`config.mk`:
```
export PLATFORM = sky130hd
export DESIGN_NAME = quadrature_decoder_with_button_events_top
export DESIGN_NICKNAME = d
export VERILOG_FILES = /design/src/rtl/core/qdec_pkg.sv /design/src/rtl/core/quadrature_decoder_with_button_events_top.sv /design/src/rtl/core/qdec_ctrl.sv /design/src/rtl/core/qdec_dp.sv
export SDC_FILE = /design/constraint.sdc
export NUM_CORES = 1
export LEC_CHECK = 0
export ABC_AREA = 1
export BUFFER_PORTS_ARGS = -buffer_cell sky130_fd_sc_hd__buf_2
export CAP_MARGIN = 20
export CORE_ASPECT_RATIO = 1.75
export CORE_MARGIN = 3
export CORE_UTILIZATION = 25
export DETAILED_ROUTE_END_ITERATION = 8
export PLACE_DENSITY = 0.37
export RECOVER_POWER = 50
export SLEW_MARGIN = 5
export SYNTH_ARGS = -nofsm -noshare
export SYNTH_HDL_FRONTEND = slang
export SYNTH_SLANG_ARGS = --single-unit
```
`constraint.sdc`:
```
create_clock -name clk -period 6.53 [get_ports clk]
set_input_delay 0.9795 -clock clk [delete_from_list [all_inputs] [get_ports clk]]
set_output_delay 0.9795 -clock clk [all_outputs]
set_load 0.05 [all_outputs]
```
`src/rtl/core/qdec_pkg.sv`:
```
// Shared types, codes and constants for the quadrature decoder with button events.
`timescale 1ns / 1ps
`default_nettype none
package qdec_pkg;

  // Operation codes of an input item
  localparam logic [1:0] OP_TICK        = 2'd0;
  localparam logic [1:0] OP_READ_VALUE  = 2'd1;
  localparam logic [1:0] OP_READ_BUTTON = 2'd2;
  localparam logic [1:0] OP_CLEAR       = 2'd3;

  // Decoder modes
  localparam logic [1:0] MODE_PHASE = 2'd0;
  localparam logic [1:0] MODE_FULL  = 2'd1;

  // Button states / events
  localparam logic [2:0] BTN_OPEN     = 3'd0;
  localparam logic [2:0] BTN_HELD     = 3'd1;
  localparam logic [2:0] BTN_RELEASED = 3'd2;
  localparam logic [2:0] BTN_CLICKED  = 3'd3;
  localparam logic [2:0] BTN_DOUBLE   = 3'd4;

  // Configuration register indexes
  localparam int unsigned CFG_IDX_W = 4;
  localparam logic [CFG_IDX_W-1:0] REG_DECODER_MODE    = 4'd0;
  localparam logic [CFG_IDX_W-1:0] REG_STEPS_PER_NOTCH = 4'd1;
  localparam logic [CFG_IDX_W-1:0] REG_ACCEL_ENABLE    = 4'd2;
  localparam logic [CFG_IDX_W-1:0] REG_DCLICK_ENABLE   = 4'd3;
  localparam logic [CFG_IDX_W-1:0] REG_HOLD_ENABLE     = 4'd4;
  localparam logic [CFG_IDX_W-1:0] REG_DCLICK_WINDOW   = 4'd5;
  localparam logic [CFG_IDX_W-1:0] REG_HOLD_TIME       = 4'd6;
  localparam logic [CFG_IDX_W-1:0] REG_ACTIVE_LEVEL    = 4'd7;

  // Acceleration
  localparam logic [11:0] ACCEL_TOP = 12'd3072;
  localparam logic [11:0] ACCEL_INC = 12'd25;
  localparam logic [11:0] ACCEL_DEC = 12'd2;

  // Button check every CHECK_INTERVAL ticks (ms)
  localparam logic [3:0] CHECK_INTERVAL = 4'd10;

  // Serial divider: one quotient bit per cycle over the 16-bit count
  localparam int unsigned DIV_BITS = 16;
  localparam logic [3:0]  DIV_LAST = 4'(DIV_BITS - 1);

  // Transition tables, 2-bit signed step per 4-bit history
  localparam logic [1:0] FULL_TAB [16] = '{
    2'b00, 2'b01, 2'b11, 2'b00, 2'b11, 2'b00, 2'b00, 2'b01,
    2'b01, 2'b00, 2'b00, 2'b11, 2'b00, 2'b11, 2'b01, 2'b00
  };
  localparam logic [1:0] HALF_TAB [16] = '{
    2'b00, 2'b00, 2'b11, 2'b00, 2'b00, 2'b00, 2'b00, 2'b01,
    2'b01, 2'b00, 2'b00, 2'b00, 2'b00, 2'b11, 2'b00, 2'b00
  };

  typedef struct packed {
    logic [1:0]  decoder_mode;
    logic [4:0]  steps_per_notch;
    logic        accel_enable;
    logic        double_click_enable;
    logic        hold_enable;
    logic [15:0] double_click_window;
    logic [15:0] hold_time;
    logic        active_level;
  } qdec_cfg_t;

  // Controller -> datapath commands
  typedef struct packed {
    logic capture;
    logic exec;
    logic div_step;
    logic load_out;
  } qdec_cmd_t;

  // Datapath -> controller status
  typedef struct packed {
    logic read_value;
    logic div_last;
  } qdec_sts_t;

endpackage
`default_nettype wire

```
`src/rtl/core/quadrature_decoder_with_button_events_top.sv`:
```
// Top level: configuration registers, output register, controller and datapath.
`timescale 1ns / 1ps
`default_nettype none
// Rotary quadrature decoder with button events. Each input transfer carries an
// operation and the raw pin levels. A tick (one per millisecond) samples phase A/B
// and the button, decodes steps (Gray phase difference, full or half-step
// transition table), updates the wrapping 16-bit step count and the acceleration
// level, and every tenth tick runs the click/double-click/hold classifier. A read
// value returns +/-(1 + accel/256), the accel term only with acceleration enabled,
// when at least one whole notch is pending and keeps the remainder; a read button
// returns the event and clears one-shot events; reset encoder clears count and
// acceleration. Every item produces exactly one result transfer. Flow: the
// controller takes one item per pass through its states: it captures the item at
// the accept, executes it, for read value then runs the notch division through a
// restoring divider over the 16-bit count, one quotient bit per cycle, and last
// loads the result. The next input is accepted as soon as the result sits in the
// output register, even if the sink has not taken it yet; a full output register
// stalls only the load of the following result. Configuration writes are always
// accepted (cfg_ready is tied high) and must be issued only while the block is
// idle; indexes beyond the register list are ignored.
module quadrature_decoder_with_button_events_top
  import qdec_pkg::*;
(
  input  wire logic                 clk,
  input  wire logic                 rst,
  // input items
  input  wire logic                 in_valid,
  output logic                      in_ready,
  input  wire logic [1:0]           operation,
  input  wire logic                 pin_a,
  input  wire logic                 pin_b,
  input  wire logic                 pin_button,
  // results
  output logic                      out_valid,
  input  wire logic                 out_ready,
  output logic signed [4:0]         step_value,
  output logic [2:0]                button_event,
  // configuration writes
  input  wire logic                 cfg_valid,
  output logic                      cfg_ready,
  input  wire logic [CFG_IDX_W-1:0] cfg_index,
  input  wire logic [15:0]          cfg_data
);

  qdec_cfg_t        cfg;
  qdec_cmd_t        cmd;
  qdec_sts_t        sts;
  logic             out_free;
  logic signed [4:0] res_step;
  logic [2:0]       res_event;

  assign cfg_ready = 1'b1;

  // Configuration register file
  always_ff @(posedge clk) begin
    if (rst) begin
      cfg.decoder_mode        <= 2'd0;
      cfg.steps_per_notch     <= 5'd4;
      cfg.accel_enable        <= 1'b1;
      cfg.double_click_enable <= 1'b1;
      cfg.hold_enable         <= 1'b1;
      cfg.double_click_window <= 16'd600;
      cfg.hold_time           <= 16'd1200;
      cfg.active_level        <= 1'b0;
    end else if (cfg_valid && cfg_ready) begin
      unique case (cfg_index)
        REG_DECODER_MODE:    cfg.decoder_mode        <= cfg_data[1:0];
        REG_STEPS_PER_NOTCH: cfg.steps_per_notch     <= cfg_data[4:0];
        REG_ACCEL_ENABLE:    cfg.accel_enable        <= cfg_data[0];
        REG_DCLICK_ENABLE:   cfg.double_click_enable <= cfg_data[0];
        REG_HOLD_ENABLE:     cfg.hold_enable         <= cfg_data[0];
        REG_DCLICK_WINDOW:   cfg.double_click_window <= cfg_data;
        REG_HOLD_TIME:       cfg.hold_time           <= cfg_data;
        REG_ACTIVE_LEVEL:    cfg.active_level        <= cfg_data[0];
        default: ;  // outside the register list
      endcase
    end
  end

  // Output register: the slot is free when empty or drained this cycle
  assign out_free = !out_valid || out_ready;

  always_ff @(posedge clk) begin
    if (rst) begin
      out_valid <= 1'b0;
    end else if (cmd.load_out) begin
      out_valid <= 1'b1;
    end else if (out_ready) begin
      out_valid <= 1'b0;
    end
  end

  always_ff @(posedge clk) begin
    if (cmd.load_out) begin
      step_value   <= res_step;
      button_event <= res_event;
    end
  end

  qdec_ctrl u_ctrl (
    .clk      (clk),
    .rst      (rst),
    .in_valid (in_valid),
    .in_ready (in_ready),
    .sts      (sts),
    .out_free (out_free),
    .cmd      (cmd)
  );

  qdec_dp u_dp (
    .clk        (clk),
    .rst        (rst),
    .cfg        (cfg),
    .cmd        (cmd),
    .operation  (operation),
    .pin_a      (pin_a),
    .pin_b      (pin_b),
    .pin_button (pin_button),
    .sts        (sts),
    .res_step   (res_step),
    .res_event  (res_event)
  );

  // A result carries either a step value or a button event, never both
  a_one_field: assert property (@(posedge clk) disable iff (rst)
    out_valid && (button_event != BTN_OPEN) |-> (step_value == 5'sd0))
    else $error("result carries both step value and button event");

  // Reported movement never exceeds 1 + 3072/256
  a_step_range: assert property (@(posedge clk) disable iff (rst)
    out_valid |-> (step_value <= 5'sd13 && step_value >= -5'sd13))
    else $error("step value out of range");

  // Loading a result always leaves a valid result in the output register
  a_load_valid: assert property (@(posedge clk) disable iff (rst)
    cmd.load_out |=> out_valid)
    else $error("result load lost");

  // A result is never loaded over one the sink has not taken
  a_no_overwrite: assert property (@(posedge clk) disable iff (rst)
    cmd.load_out |-> (!out_valid || out_ready))
    else $error("result overwritten before transfer");

endmodule
`default_nettype wire

```
`src/rtl/core/qdec_ctrl.sv`:
```
// Controller state machine: sequences capture, execute, divide and result load.
`timescale 1ns / 1ps
`default_nettype none
module qdec_ctrl
  import qdec_pkg::*;
(
  input  wire logic      clk,
  input  wire logic      rst,
  input  wire logic      in_valid,
  output logic           in_ready,
  input  wire qdec_sts_t sts,
  input  wire logic      out_free,
  output qdec_cmd_t      cmd
);

  localparam logic [1:0] ST_IDLE = 2'd0;
  localparam logic [1:0] ST_EXEC = 2'd1;
  localparam logic [1:0] ST_DIV  = 2'd2;
  localparam logic [1:0] ST_DONE = 2'd3;

  logic [1:0] state;
  logic [1:0] state_next;

  always_comb begin
    state_next   = state;
    cmd          = '0;
    in_ready     = 1'b0;
    unique case (state)
      ST_IDLE: begin
        in_ready = 1'b1;
        if (in_valid) begin
          cmd.capture = 1'b1;
          state_next  = ST_EXEC;
        end
      end
      ST_EXEC: begin
        cmd.exec   = 1'b1;
        state_next = sts.read_value ? ST_DIV : ST_DONE;
      end
      ST_DIV: begin
        cmd.div_step = 1'b1;
        if (sts.div_last) state_next = ST_DONE;
      end
      ST_DONE: begin
        if (out_free) begin
          cmd.load_out = 1'b1;
          state_next   = ST_IDLE;
        end
      end
      default: state_next = ST_IDLE;
    endcase
  end

  always_ff @(posedge clk) begin
    if (rst) state <= ST_IDLE;
    else     state <= state_next;
  end

endmodule
`default_nettype wire

```
`src/rtl/core/qdec_dp.sv`:
```
// Datapath: phase decode, step count, acceleration, button classifier, notch divider.
`timescale 1ns / 1ps
`default_nettype none
module qdec_dp
  import qdec_pkg::*;
(
  input  wire logic        clk,
  input  wire logic        rst,
  input  wire qdec_cfg_t   cfg,
  input  wire qdec_cmd_t   cmd,
  input  wire logic [1:0]  operation,
  input  wire logic        pin_a,
  input  wire logic        pin_b,
  input  wire logic        pin_button,
  output qdec_sts_t        sts,
  output logic signed [4:0] res_step,
  output logic [2:0]       res_event
);

  // captured item
  logic [1:0] op;
  logic       pa;
  logic       pb;
  logic       pbtn;

  // encoder / button state
  logic [3:0]  phase_history;
  logic        seeded;
  logic [15:0] step_count;
  logic [11:0] accel_level;
  logic [3:0]  check_counter;
  logic [15:0] press_time;
  logic [15:0] click_window_left;
  logic [2:0]  button_state;

  // divider
  logic [15:0] div_sh;
  logic [4:0]  div_rem;
  logic        div_neg;
  logic        div_qnz;
  logic [3:0]  div_cnt;

  // tick next values
  logic [3:0]  phase_history_next;
  logic [15:0] step_count_next;
  logic [11:0] accel_level_next;
  logic [3:0]  check_counter_next;
  logic [15:0] press_time_next;
  logic [15:0] click_window_left_next;
  logic [2:0]  button_state_next;

  always_comb begin
    logic        a_act;
    logic        b_act;
    logic        pressed;
    logic [1:0]  curr;
    logic [1:0]  diff;
    logic [1:0]  d;
    logic        moved;
    logic [3:0]  cc_inc;
    logic [15:0] elapsed;
    logic [16:0] pt_sum;

    a_act   = (pa == cfg.active_level);
    b_act   = (pb == cfg.active_level);
    pressed = (pbtn == cfg.active_level);
    elapsed = {12'd0, CHECK_INTERVAL};

    accel_level_next = accel_level;
    if (cfg.accel_enable)
      accel_level_next = (accel_level < ACCEL_DEC) ? 12'd0 : accel_level - ACCEL_DEC;

    curr  = {a_act, a_act ^ b_act};
    diff  = phase_history[1:0] - curr;
    d     = 2'b00;
    moved = 1'b0;
    phase_history_next = phase_history;
    if (!seeded) begin
      phase_history_next = (cfg.decoder_mode == MODE_PHASE) ? {2'b00, curr}
                                                            : {2'b00, a_act, b_act};
    end else if (cfg.decoder_mode == MODE_PHASE) begin
      if (diff[0]) begin
        phase_history_next = {2'b00, curr};
        d     = diff[1] ? 2'b01 : 2'b11;
        moved = 1'b1;
      end
    end else begin
      phase_history_next = {phase_history[1:0], a_act, b_act};
      d = (cfg.decoder_mode == MODE_FULL) ? FULL_TAB[phase_history_next]
                                          : HALF_TAB[phase_history_next];
      moved = (d != 2'b00);
    end
    step_count_next = step_count + {{14{d[1]}}, d};

    if (cfg.accel_enable && moved && accel_level_next <= ACCEL_TOP - ACCEL_INC)
      accel_level_next = accel_level_next + ACCEL_INC;

    // button classifier, runs every CHECK_INTERVAL ticks
    press_time_next        = press_time;
    click_window_left_next = click_window_left;
    button_state_next      = button_state;
    cc_inc                 = check_counter + 4'd1;
    check_counter_next     = cc_inc;
    pt_sum                 = {1'b0, press_time} + {1'b0, elapsed};
    if (cc_inc >= CHECK_INTERVAL) begin
      check_counter_next = 4'd0;
      if (!pressed) begin
        if (press_time > 16'd1) begin
          if (button_state == BTN_HELD) begin
            button_state_next      = BTN_RELEASED;
            click_window_left_next = 16'd0;
          end else if (click_window_left > 16'd1) begin
            if (click_window_left < cfg.double_click_window) begin
              button_state_next      = BTN_DOUBLE;
              click_window_left_next = 16'd0;
            end
          end else begin
            click_window_left_next = cfg.double_click_enable ? cfg.double_click_window
                                                             : 16'd1;
          end
        end
        press_time_next = 16'd0;
      end else begin
        if (press_time > cfg.hold_time && cfg.hold_enable)
          button_state_next = BTN_HELD;
        press_time_next = pt_sum[16] ? 16'hFFFF : pt_sum[15:0];
      end
      if (click_window_left_next != 16'd0) begin
        click_window_left_next = (click_window_left_next > elapsed)
                               ? click_window_left_next - elapsed : 16'd0;
        if (click_window_left_next == 16'd0) button_state_next = BTN_CLICKED;
      end
    end
  end

  // restoring divider step on the count magnitude
  logic [5:0]  rem_sh;
  logic [4:0]  divisor;
  logic        rem_ge;
  logic [5:0]  rem_new;
  logic [15:0] rem_ext;
  logic [4:0]  notch_mag;

  assign divisor   = (cfg.steps_per_notch == 5'd0) ? 5'd1 : cfg.steps_per_notch;
  assign rem_sh    = {div_rem, div_sh[15]};
  assign rem_ge    = (rem_sh >= {1'b0, divisor});
  assign rem_new   = rem_ge ? rem_sh - {1'b0, divisor} : rem_sh;
  assign rem_ext   = {11'd0, rem_new[4:0]};
  assign notch_mag = 5'd1 + (cfg.accel_enable ? {1'b0, accel_level[11:8]} : 5'd0);

  assign sts.read_value = (op == OP_READ_VALUE);
  assign sts.div_last   = (div_cnt == DIV_LAST);

  always_ff @(posedge clk) begin
    if (cmd.capture) begin
      op   <= operation;
      pa   <= pin_a;
      pb   <= pin_b;
      pbtn <= pin_button;
    end
  end

  always_ff @(posedge clk) begin
    if (rst) begin
      phase_history     <= '0;
      seeded            <= 1'b0;
      step_count        <= '0;
      accel_level       <= '0;
      check_counter     <= '0;
      press_time        <= '0;
      click_window_left <= '0;
      button_state      <= BTN_OPEN;
    end else if (cmd.exec) begin
      unique case (op)
        OP_TICK: begin
          phase_history     <= phase_history_next;
          seeded            <= 1'b1;
          step_count        <= step_count_next;
          accel_level       <= accel_level_next;
          check_counter     <= check_counter_next;
          press_time        <= press_time_next;
          click_window_left <= click_window_left_next;
          button_state      <= button_state_next;
        end
        OP_READ_BUTTON: begin
          if (button_state != BTN_HELD && button_state != BTN_OPEN)
            button_state <= BTN_OPEN;
        end
        OP_CLEAR: begin
          step_count  <= '0;
          accel_level <= '0;
        end
        default: ;
      endcase
    end else if (cmd.div_step && sts.div_last) begin
      // remainder keeps the sign of the count
      step_count <= div_neg ? 16'd0 - rem_ext : rem_ext;
    end
  end

  always_ff @(posedge clk) begin
    if (cmd.exec) begin
      div_neg   <= step_count[15];
      div_sh    <= step_count[15] ? 16'd0 - step_count : step_count;
      div_rem   <= '0;
      div_qnz   <= 1'b0;
      div_cnt   <= '0;
      res_step  <= '0;
      res_event <= (op == OP_READ_BUTTON) ? button_state : BTN_OPEN;
    end else if (cmd.div_step) begin
      div_sh  <= {div_sh[14:0], 1'b0};
      div_rem <= rem_new[4:0];
      div_qnz <= div_qnz | rem_ge;
      div_cnt <= div_cnt + 4'd1;
      if (sts.div_last) begin
        if (div_qnz || rem_ge)
          res_step <= div_neg ? 5'sd0 - $signed(notch_mag) : $signed(notch_mag);
        else
          res_step <= '0;
      end
    end
  end

endmodule
`default_nettype wire

```
-- After elaboration in Yosys (flattened, before gate mapping)
Memory sizes are Yosys's and may differ from the RTL's.
Cells that the tools add are included.
- memories: 2
- bits in registers: 164
- input bits: 30
- bits in read-only memories: 64
- word-level logic and storage cells: 193
- output and inout bits: 11
- equality and inequality tests: 27
- $lt $le $gt $ge: 10
- mux-type cells: 69
- bitwise operators: 3
- reductions and logical operators: 38
- $add $sub $neg: 13
- memories (name ; depth ; width ; rd ports ; clocked after Yosys merged registers in ; wr ports ; RTL line ; source):
    (no name shown) ; 16 ; 2 ; 1 ; 0 ; 0 ; qdec_dp.sv:89 ; d = (cfg.decoder_mode == MODE_FULL) ? FULL_TAB[phase_history_next]
    (no name shown) ; 16 ; 2 ; 1 ; 0 ; 0 ; qdec_dp.sv:90 ; : HALF_TAB[phase_history_next];
- operators by type and width (cell ; count):
    2-to-1 mux 16 bit ; 17
    2-to-1 mux 12 bit ; 3
    > comparator 16 x 1 -> 1 bit, second input constant ; 2
    one-hot mux 16 bit (2 select lines) ; 1
    2-to-1 mux 2 bit ; 15
    2-to-1 mux 3 bit ; 10
    one-hot mux 12 bit (2 select lines) ; 1
    AND reduction 2 bit ; 12
    2-to-1 mux 5 bit ; 4
    adder 16 x 4 -> 17 bit, second input constant ; 1
    adder 16 bit ; 1
    == test 4 x 3 -> 1 bit, second input constant ; 4
    > comparator 16 bit ; 1
    > comparator 16 x 4 -> 1 bit, second input constant ; 1
    logical NOT 16 bit ; 1
    less-than comparator 16 bit ; 1
    nonzero test 16 bit ; 1
    subtractor 1 x 16 -> 16 bit, first input constant ; 1
    subtractor 16 x 4 -> 16 bit, second input constant ; 1
    2-to-1 mux 1 bit ; 14
    adder 12 x 5 -> 12 bit, second input constant ; 1
    less-or-equal comparator 12 bit, second input constant ; 1
    less-than comparator 12 x 2 -> 1 bit, second input constant ; 1
    nonzero test 2 bit ; 6
    36 further kinds ; 59

-- Logic depth before layout (Yosys ltp)
Gate-level depths: netlist of the first run.
- depth in word-level cells: 14
- gate-level depth with buffers: 30
- depth with buffers taken out: 30

-- By module
A second synthesis of the first run with hierarchy kept.
- cell total of the unflattened synthesis: 1617
- area total of the unflattened synthesis: 11150.7 um^2
- modules (own cells, without submodules) (module ; area an instance (um^2) ; seq. area each (um^2) ; cells an instance ; instances):
    qdec_dp ; 8831.0 ; 2452.4 ; 1315 ; 1
    quadrature_decoder_with_button_events_top ; 2107.0 ; 1121.1 ; 269 ; 1
    qdec_ctrl ; 212.7 ; 40.0 ; 33 ; 1

-- Least setup slack after synthesis of the first run
OpenSTA, ideal clock, no wires.
- path type: flip-flop to flip-flop
- start: register u_dp.pa
- end: register u_dp.step_count[12]
- required time: 6.414 ns
- setup slack: 2.662 ns
- path buffers: 0
- setup time: 0.116 ns
- stages on the path, launching flop included: 27
- clock period less this slack: 3.868 ns
- arrival: 3.752 ns
- cells stage by stage: edfxtp_1 -> xnor2_1 -> inv_1 -> ha_1 -> ha_1 -> xnor2_1 -> a21oi_1 -> o21ai_0 -> nand3_1 -> inv_1 -> ha_1 -> a21oi_1 -> nand2_1 -> nand2_1 -> nand2_1 -> a21oi_1 -> nor2_1 -> nor2_1 -> o21bai_1 -> nand2_1 -> nand2_1 -> a21oi_1 -> o21ai_0 -> o21ai_0 -> nand2_1 -> o211ai_1 -> inv_1
- word-level cells in the longest chain between the ends: 11
- elaborated cells between the ends (all ways): 18
- those cells by class: add/sub (2); eq/ne (1); mux (11); bitwise (2); memory (2)
- ends and longest elaborated chain (item ; RTL line ; source):
    start: declaration ; qdec_dp.sv:22 ; logic pa;
    start signal: assignment ; qdec_dp.sv:157 ; pa <= pin_a;
    == test 1 bit (*) ; qdec_dp.sv:64 ; a_act = (pa == cfg.active_level);
    inverter 4 -> 5 bit (not written as such) ; qdec_dp.sv:89, qdec_dp.sv:90 ;
    memory read (16 x 2 bit) (on tied branches) ; -- ;
    2-to-1 mux 2 bit (on tied branches) (2 in series) ; qdec_dp.sv:90, qdec_dp.sv:89 ;
    2-to-1 mux 2 bit ; qdec_dp.sv:89 ;
    2-to-1 mux 2 bit (*) ; qdec_dp.sv:81 ; end else if (cfg.decoder_mode == MODE_PHASE) begin
    2-to-1 mux 2 bit (*) ; qdec_dp.sv:78 ; if (!seeded) begin
    adder 16 bit (*) ; qdec_dp.sv:93 ; step_count_next = step_count + {{14{d[1]}}, d};
    one-hot mux 16 bit (2 select lines) (*) ; qdec_dp.sv:174 ; unique case (op)
    2-to-1 mux 16 bit (*) ; qdec_dp.sv:173 ; end else if (cmd.exec) begin
    end signal: assignment ; qdec_dp.sv:178 ; step_count <= step_count_next;
    end signal: assignment ; qdec_dp.sv:197 ; step_count <= div_neg ? 16'd0 - rem_ext : rem_ext;
    end: declaration ; qdec_dp.sv:29 ; logic [15:0] step_count;
Every way passes the cells marked *; elsewhere a longest branch is shown, timed or not. The select of a mux whose other input is x is not followed.
A chain may end at the register's enable or synchronous reset.

==> results.cfg, run 1 <==
[timing]
grt_setup_unrepaired = no
tightestPinTransition_ns = 3.41
final.setup.tns_ns = 0
finalCritPeriodShare_pct = 77.7
fin_worst_skew_ns = 0.0110
final_hold_viol_count = 0
slew_headroom_pct = -127
fmax_ghz = 0.197
finalCriticalPeriod_ns = 5.07
slew_violations = 103
layout_setup_ws_ns = 1.46
setup-violations-final = 0
whs_ns = 0.422

[worst_setup_path]
crit_chain = buf_2, clkbuf_1, clkinv_1, clkbuf_2, o21ai_0, a21oi_1
r2r_slack_ns = 1.94
slowest_delay_ns = 2.39
ff2ff_path_depth = 27
crit_buf_inv = 4
critPathMaxFanout = 59
startpoint_type = primary input
worstReg2RegEnd = u_dp.step_count[12]
worstReg2RegStart = u_dp.pa
worstSetupPathType = primary input to flip-flop
end_kind = flip-flop
cpLargestDelayFamily = buffers and inverters
crit_slowest_cell = clkbuf_1
cp.required_ns = 6.84
critPathLaunch = rst
arrival_ns = 5.38

[clock_network]
htreeDepth = 4
cts_sinks = 164
post_cts_buffers = 0
cts_hold_buf = 0
cts_tree = done
cts_buffer_depth = 2
cts-resized-gates = 0
worstSkewPairLatency_ns = 0.45
clk_pin_slew_ns = 0.07
cts_root_buffer = clkbuf_16
numCtsBuffers = 17

[logic_synthesis]
synthFlopType = dfxtp_1
ys_warn_count = 0
synth_cell_type_count = 53
avgSynthCellArea_sq_um = 6.85
synthCells = 1568
syn-num-nets = 1674
ys_seq_area_share_pct = 33.7
syn_area_sq_mm = 0.0107
synth_top_cell_by_area = dfxtp_1
synth_top_area_share_pct = 24.4
synth_edf_count = 33
synth_area_leaders = dfxtp_1 (24%), nand2_1 (14%), edfxtp_1 (9.2%)
synth_seq_cells = 164
async_flop_share_pct = 0

[global_route]
grt_first_pass_wirelength_um = 54100
grt_pass1_vias = 10000
grt_usage_pct = 15.4
antenna_found_initial = 0
grt_overflow = 0
grt_max_degree = 60

[drt]
dr.pass1.iters = 4
drc = 0
vias = 9961
vias_per_cell = 4.63
ant_nets = 0
wire_per_inst_um = 16.2
drtIter0Drc = 459
routed_wl_um = 34800

[min_path]
hold-path-cell-count = 0
worstHoldStart = u_dp.res_event[0]
hold_path_class = flip-flop to flip-flop
worstHoldEndpoint = button_event[0]

[power_and_ir_drop]
total_leakage_power_nw = 5.28
p_per_area_mw_per_mm2 = 316
ir_worst_vdd_mv = 0.140

[finish]
nets = 1688
fill_cells = 4730
diodes = 0
layout-drive-gt1-share_pct = 6.33
post-route-util_pct = 28.6
stdcell_area_sq_mm = 0.0120
area_delta_synth_final_pct = 12.2

[floorplanning]
num_io_pins = 41
initial_utilization_pct = 25.5
die_w_um = 163
core_area_sq_mm = 0.0421
row_count = 99
die_y_um = 280
dieArea_sq_mm = 0.0456

[place]
gp_congestion = 0.803
dp_hpwl_um = 26500
place_ws_ns = 2.00
port_buffers = 39
placed_area_sq_mm = 0.0115

[status]
violations = capacitance limit, slew limit
status = finished with violations

[run]
max_cap_viol_count = 2
## registers in the layout, summed over array words and instances, names as in the netlist, 4 cells and up
register and count:
u_dp.press_time 16, u_dp.accel_level 12, u_dp.div_sh 16, u_dp.div_cnt 4
u_dp.check_counter 4, u_dp.div_rem 5, u_dp.res_step 5, u_dp.step_count 16
u_dp.click_window_left 16, step_value 5, cfg 43
## routing by layer
| layer | wire, um | up-vias | global-route usage, % | share of wire, % |
|---|---|---|---|---|
| met3 | 638 | 47 | 2.25 | 1.8 |
| met4 | 1190 | 0 | 5.95 | 3.4 |
| met2 | 19600 | 121 | 31.1 | 56 |
| met1 | 13400 | 4621 | 15.6 | 38 |
| li1 | - | 5172 | - | - |
| met5 | 0 | - | 0 | 0 |
## report_power, final
group / total [W] / leakage (nW) / internal, W / switching [W]
Clock: 0.00110 / 0.298 / 0.000635 / 0.000466
Combinational: 0.00130 / 3.61 / 0.000436 / 0.000861
Sequential: 0.00141 / 1.38 / 0.00124 / 0.000164
Total: 0.00381 / 5.28 / 0.00232 / 0.00149
## worst max-delay path by stage
stage,depth (start not counted),slack [ns],to
after floorplan,26,2.66,u_dp.step_count[12]
after global placement,27,1.96,u_dp.step_count[12]
after detailed placement,27,2.00,u_dp.step_count[12]
after CTS,27,1.97,u_dp.step_count[12]
after global routing,6,0.85,cfg[30]
final,6,1.46,cfg[30]
## synthesized netlist by cell type (8+ instances only)
master	n
nand4_1	20
xor2_1	24
edfxtp_1	33
dfxtp_1	131
inv_1	218
xnor2_1	18
nor2_2	9
nand2_1	388
buf_2	9
or2_2	8
a31oi_1	10
nand3_1	68
clkbuf_1	39
o211ai_1	25
nor3_1	25
nor2_1	126
nand2_2	10
ha_1	74
a21oi_1	142
o21ai_0	127
## cell usage in the layout (no fill, tap or decap), types with 8 or more instances in the layout
cell type	instances
nor2_1	126
edfxtp_1	33
inv_1	217
nor2_2	9
nand2_2	10
clkbuf_16	18
xnor2_1	18
ha_1	74
clkbuf_1	16
xor2_1	24
buf_2	28
nand2_1	388
nand4_1	20
o21ai_0	127
nor3_1	25
nand3_1	68
o211ai_1	25
dfxtp_1	131
a21oi_1	141
or2_2	8
a31oi_1	10
## layout make-up
type	count	area, sq um	area share (%)
Sequential cell	164	3610	30.0
Tap cell	555	694	5.77
Clock buffer	20	468	3.89
Timing Repair Buffer	48	231	1.92
Clock inverter	12	151	1.26
Inverter	221	831	6.90
Multi-Input combinational cell	1130	6050	50.3
## logic make-up (layout without fill, tap and decap cells)
| kind of cell | Yosys count | after routing | share of synthesized area [%] |
|---|---|---|---|
| AOI/OAI and AO/OA | 342 | 342 | 17.7 |
| xor gates and xnor gates | 42 | 42 | 3.43 |
| DFF | 164 | 164 | 33.7 |
| and+or+nand+nor | 669 | 669 | 26.2 |
| other | 1 | 1 | 0.0349 |
| buffers and inverters | 274 | 301 | 9.98 |
| adders and majority gates | 76 | 76 | 9.00 |
## through the flow
step	cells	power, W
finish	2150	0.00381
global route	2150	0.00412
CTS	2150	0.00389
detailed placement	2118	0.00276
global placement	2118	0.00276
floorplan	1568	0.00235
(Power assumes the default switching activity.)
==> inputs of run 2 (changes only) <==
PLACE_DENSITY = 0.38   (was 0.37)
clock period = 4.2 ns   (was 6.53 ns; I/O delays follow)
==> run 2 against run 1 <==
  * The flow still finishes with violations (capacitance limit, slew limit)
  * Flip-flop and latch count stayed put
  * Global-route usage is 0.11 points higher
  * Clock power is 43% higher
  * Critical path type is now flip-flop to flip-flop
==> results.cfg, run 2 (synthesis gave the netlist of run 1 again) <==
[place]
placed_area_sq_mm = 0.0116
dp_hpwl_um = 26700
port_buffers = 39
gp_congestion = 0.836
place_ws_ns = 0.0566

[drt]
ant_nets = 0
vias_per_cell = 4.64
drtIter0Drc = 351
wire_per_inst_um = 16.1
drc = 0
dr.pass1.iters = 4
vias = 10100
routed_wl_um = 34900

[global_route]
grt_pass1_vias = 10300
grt_max_degree = 59
antenna_found_initial = 3
grt_usage_pct = 15.5
grt_first_pass_wirelength_um = 55000
grt_overflow = 0

[timing]
fin_worst_skew_ns = 0.0132
final_hold_viol_count = 0
layout_setup_ws_ns = 0.366
setup-violations-final = 0
tightestPinTransition_ns = 1.76
slew_violations = 43
grt_setup_unrepaired = no
finalCriticalPeriod_ns = 3.83
final.setup.tns_ns = 0
finalCritPeriodShare_pct = 91.3
slew_headroom_pct = -17.2
fmax_ghz = 0.261

[worst_setup_path]
arrival_ns = 4.19
r2r_slack_ns = 0.37
path_common_cell = nand2_1
cpLargestDelayFamily = compound AO/OA/AOI/OAI gates
cp.required_ns = 4.55
critPathMaxFanout = 5
ff2ff_path_depth = 26
crit_buf_inv = 3
startpoint_type = flip-flop
end_kind = flip-flop
crit_slowest_cell = edfxtp_1
worstReg2RegEnd = u_dp.step_count[10]
worstSetupPathType = flip-flop to flip-flop
slowest_delay_ns = 0.42
worstReg2RegStart = u_dp.pa

[floorplanning]
die_y_um = 280
row_count = 99
core_area_sq_mm = 0.0421
die_w_um = 163
dieArea_sq_mm = 0.0456
num_io_pins = 41
initial_utilization_pct = 25.5

[clock_network]
cts_buffer_depth = 2
cts_sinks = 164
htreeDepth = 4
cts_root_buffer = clkbuf_16
worstSkewPairLatency_ns = 0.46
clk_pin_slew_ns = 0.07
cts_tree = done
numCtsBuffers = 17

[finish]
regArea_sq_mm = 0.00361
largest_reg_flops = 43
multiInputGateArea_sq_mm = 0.00615
final_cell_mix = nand2_1 (387), inv_1 (215), a21oi_1 (136), dfxtp_1 (130), nor2_1 (126)
fill_cells = 4723
area_delta_synth_final_pct = 14.3
top_register = cfg
nets = 1710
stdcell_area_sq_mm = 0.0123
layout_commonest_cell = nand2_1
layout-drive-gt1-share_pct = 8.66

[run]
max_cap_viol_count = 1

[min_path]
hold-path-cell-count = 1
worstHoldEndpoint = u_dp.pb
worstHoldStart = pin_b
hold_path_class = primary input to flip-flop

[power_and_ir_drop]
clkPwrFrac_pct = 26.7
p_per_area_mw_per_mm2 = 478
seqPwrFrac_pct = 37.6
power_frac_comb_pct = 35.7
swShare_pct = 40.5
p_switching_w = 0.00237
p_int_w = 0.00349
ir_worst_vdd_mv = 0.193
total_leakage_power_nw = 5.35

[status]
status = finished with violations
violations = capacitance limit, slew limit
==> run 2: cell types whose count changed in the layout (fill, tap and decap cells not counted), sizes merged <==
cell      delta
clkinvlp     +3
buf         +22
clkinv       -3
clkbuf       -1
diode        +2
inv          +3
bufinv       -2
==> run 2: final cells by class <==
cell class,count,share of cell area (%)
tap,555,5.66
antenna,2,0.0408
clock buffer,19,3.53
timing repair buffer,70,3.43
clock inverter,13,1.01
sequential,164,29.5
multi-input combinational,1130,50.1
inverter,221,6.77
==> run 2: how the worst max path moves through the flow <==
stage	cells past startpoint	start	endpoint	slack, ns
5_1_grt	26	u_dp.pa	u_dp.step_count[10]	0.01
3_5_place_dp	21	u_dp.pa	u_dp.step_count[15]	0.06
2_1_floorplan	26	u_dp.pa	u_dp.step_count[12]	0.33
3_3_place_gp	29	cfg[0]	u_dp.step_count[12]	0.13
4_1_cts	21	u_dp.pa	u_dp.step_count[15]	0.03
6_report	26	u_dp.pa	u_dp.step_count[10]	0.37
==> run 2: power groups by stage <==
stage	sequential, W	combinational [W]	clock, W
after floorplan	0.00215	0.00151	0
after global placement	0.00223	0.00208	0
after detailed placement	0.00224	0.00209	0
after CTS	0.00220	0.00210	0.00162
after global routing	0.00224	0.00241	0.00168
final	0.00220	0.00209	0.00157
==> run 2: per-stage QoR <==
stage | hold WS (ns) | cells | power [W] | utilization (%)
after detailed placement | 0.405 | 2135 | 0.00432 | 27.6
after global routing | 0.326 | 2172 | 0.00633 | 29.1
after CTS | 0.321 | 2167 | 0.00593 | 28.9
after global placement | 0.408 | 2135 | 0.00431 | 27.6
final | 0.345 | 2174 | 0.00586 | 29.1
after floorplan | 0.400 | 1568 | 0.00366 | -
==> run 2: metal layers <==
metal,routed length (um),GRT usage (%)
met5,13,0
met4,1470,7.10
met3,889,2.64
met2,19500,30.9
met1,13100,15.3
==> run 2: repair_timing <==
| item | CTS | global route |
|---|---|---|
| hold buffers | 0 | 0 |
| setup endpoints to repair | 0 | 7 |
| hold endpoints to repair | 0 | 0 |
| buffers inserted | 0 | 5 |
| gates resized for setup | 0 | 29 |
==> inputs of run 3 (changes only) <==
BUFFER_PORTS_ARGS = unset   (was -buffer_cell sky130_fd_sc_hd__buf_2)
DONT_BUFFER_PORTS = 1   (was unset)
==> run 3 against run 2 <==
  * The run now ends clean
  * Global-route usage fell by 0.054 points
  * Worst setup slack got worse by 0.067 ns
  * Flip-flop and latch count did not move
==> results.cfg, run 3 (synthesis gave the netlist of run 1 again) <==
[drt]
ant_nets = 0
drtIter0Drc = 445
dr.pass1.iters = 5
vias = 9858
vias_per_cell = 4.62
routed_wl_um = 34900
drc = 0
wire_per_inst_um = 16.4

[timing]
finalCriticalPeriod_ns = 3.90
tightestPinTransition_ns = 1.28
finalCritPeriodShare_pct = 92.9
setup-violations-final = 0
final_hold_viol_count = 0
slew_violations = 0
layout_setup_ws_ns = 0.299
fin_worst_skew_ns = 0.0134
grt_setup_unrepaired = yes
slew_headroom_pct = 14.6
fmax_ghz = 0.256

[floorplanning]
die_w_um = 163
core_area_sq_mm = 0.0421
row_count = 99
die_y_um = 280
dieArea_sq_mm = 0.0456
num_io_pins = 41
initial_utilization_pct = 25.5

[power_and_ir_drop]
ir_worst_vdd_mv = 0.196
total_leakage_power_nw = 5.27
p_per_area_mw_per_mm2 = 488

[min_path]
hold_path_class = primary input to flip-flop
hold-path-cell-count = 1

[status]
status = finished clean

[worst_setup_path]
end_kind = flip-flop
cp.required_ns = 4.56
ff2ff_path_depth = 21
critPathMaxFanout = 11
startpoint_type = flip-flop
arrival_ns = 4.26
worstSetupPathType = flip-flop to flip-flop

[run]
max_cap_viol_count = 0

[finish]
largest_reg_flops = 43
final_cell_mix = nand2_1 (385), inv_1 (216), a21oi_1 (138), dfxtp_1 (130), nor2_1 (126)
stdcell_count = 2134
layout-drive-gt1-share_pct = 7.16
nets = 1671
area_delta_synth_final_pct = 12.9
top_register = cfg
layout_commonest_cell = nand2_1

[place]
place_ws_ns = 0.0588
dp_hpwl_um = 27000
port_buffers = 0
gp_congestion = 0.845
dp_cells = 2100

[clock_network]
cts_buffer_depth = 2
worstSkewPairLatency_ns = 0.45
cts_root_buffer = clkbuf_16
cts_sinks = 164
htreeDepth = 4
clk_pin_slew_ns = 0.07
numCtsBuffers = 17
cts_tree = done

[global_route]
use_met1_pct = 15.0
grt_first_pass_wirelength_um = 54300
use_met2_pct = 31.5
antenna_found_initial = 2
grt_overflow = 0
grt.busiest_layer = met2
grtUsageMet3_pct = 3.35
grt_max_degree = 60
grt_pass1_vias = 9807
grt_usage_pct = 15.5
run 3: cell types whose count changed in the layout (fill, tap and decap cells not counted), sizes merged:
cell and delta:
diode -1, clkinvlp -4, buf -26, bufinv +2, clkbuf -13, clkinv +2
run 3: final cells by class:
type | instances | area (sq um)
fillers | 4692 | 30000
well taps | 555 | 694
repair buffers | 31 | 221
flip-flops and latches | 164 | 3610
clock buffers | 19 | 443
clock inverters | 13 | 171
inverters | 221 | 831
diodes | 1 | 2.50
multi-input cells | 1130 | 6140
run 3: worst paths after layout:
kind,from,to,slack [ns]
setup / recovery,u_dp.pa,u_dp.step_count[15],0.30
hold / removal,rst,u_dp.press_time[7],0.25
setup reg to reg,u_dp.pa,u_dp.step_count[15],0.30
hold reg to reg,u_dp.res_event[1],button_event[1],0.42
run 3: power by group:
part | switching [W] | internal (W) | total, W
Sequential | 0.000307 | 0.00194 | 0.00224
Combinational | 0.00128 | 0.000691 | 0.00198
Clock | 0.000738 | 0.000963 | 0.00170
run 3: routing by layer:
layer	part of all wire, %	routed length, um
met5	0	0
met4	2.7	941
met3	3.3	1140
met2	57	19900
met1	37	12900
run 3: worst max-delay path, cell delays in order (launching register included):
cell and delay (ns):
edfxtp_1 0.42, xnor2_2 0.16, inv_1 0.18, ha_4 0.25
ha_1 0.19, xnor2_1 0.17, a21oi_1 0.09, o21ai_0 0.12
nand3_1 0.15, inv_2 0.14, buf_4 0.21, ha_1 0.31
a21oi_2 0.18, o21ai_1 0.12, a2111oi_2 0.31, nand2_1 0.12
nand2_1 0.10, nand2_1 0.05, a21oi_1 0.15, xor2_1 0.17
a21oi_1 0.08, a211oi_1 0.15
run 3: per-stage QoR:
stage / total power, W / utilization (%) / hold slack, ns / instance area [sq um] / TNS, ns
after detailed placement: 0.00427 / 27.1 / 0.411 / 11400 / 0
after CTS: 0.00601 / 28.6 / 0.217 / 12000 / 0
after floorplan: 0.00366 / - / 0.400 / 10700 / 0
after global placement: 0.00426 / 27.1 / 0.409 / 11400 / 0
final: 0.00592 / 28.8 / 0.246 / 12100 / 0
after global routing: 0.00639 / 28.8 / 0.230 / 12100 / -0.248
run 3: repair_timing:
| item | 4_1_cts | 5_1_grt |
|---|---|---|
| endpoints found under the setup margin | 0 | 9 |
| resized for setup | 0 | 26 |
| hold buffers | 0 | 0 |
| buffers inserted | 0 | 1 |
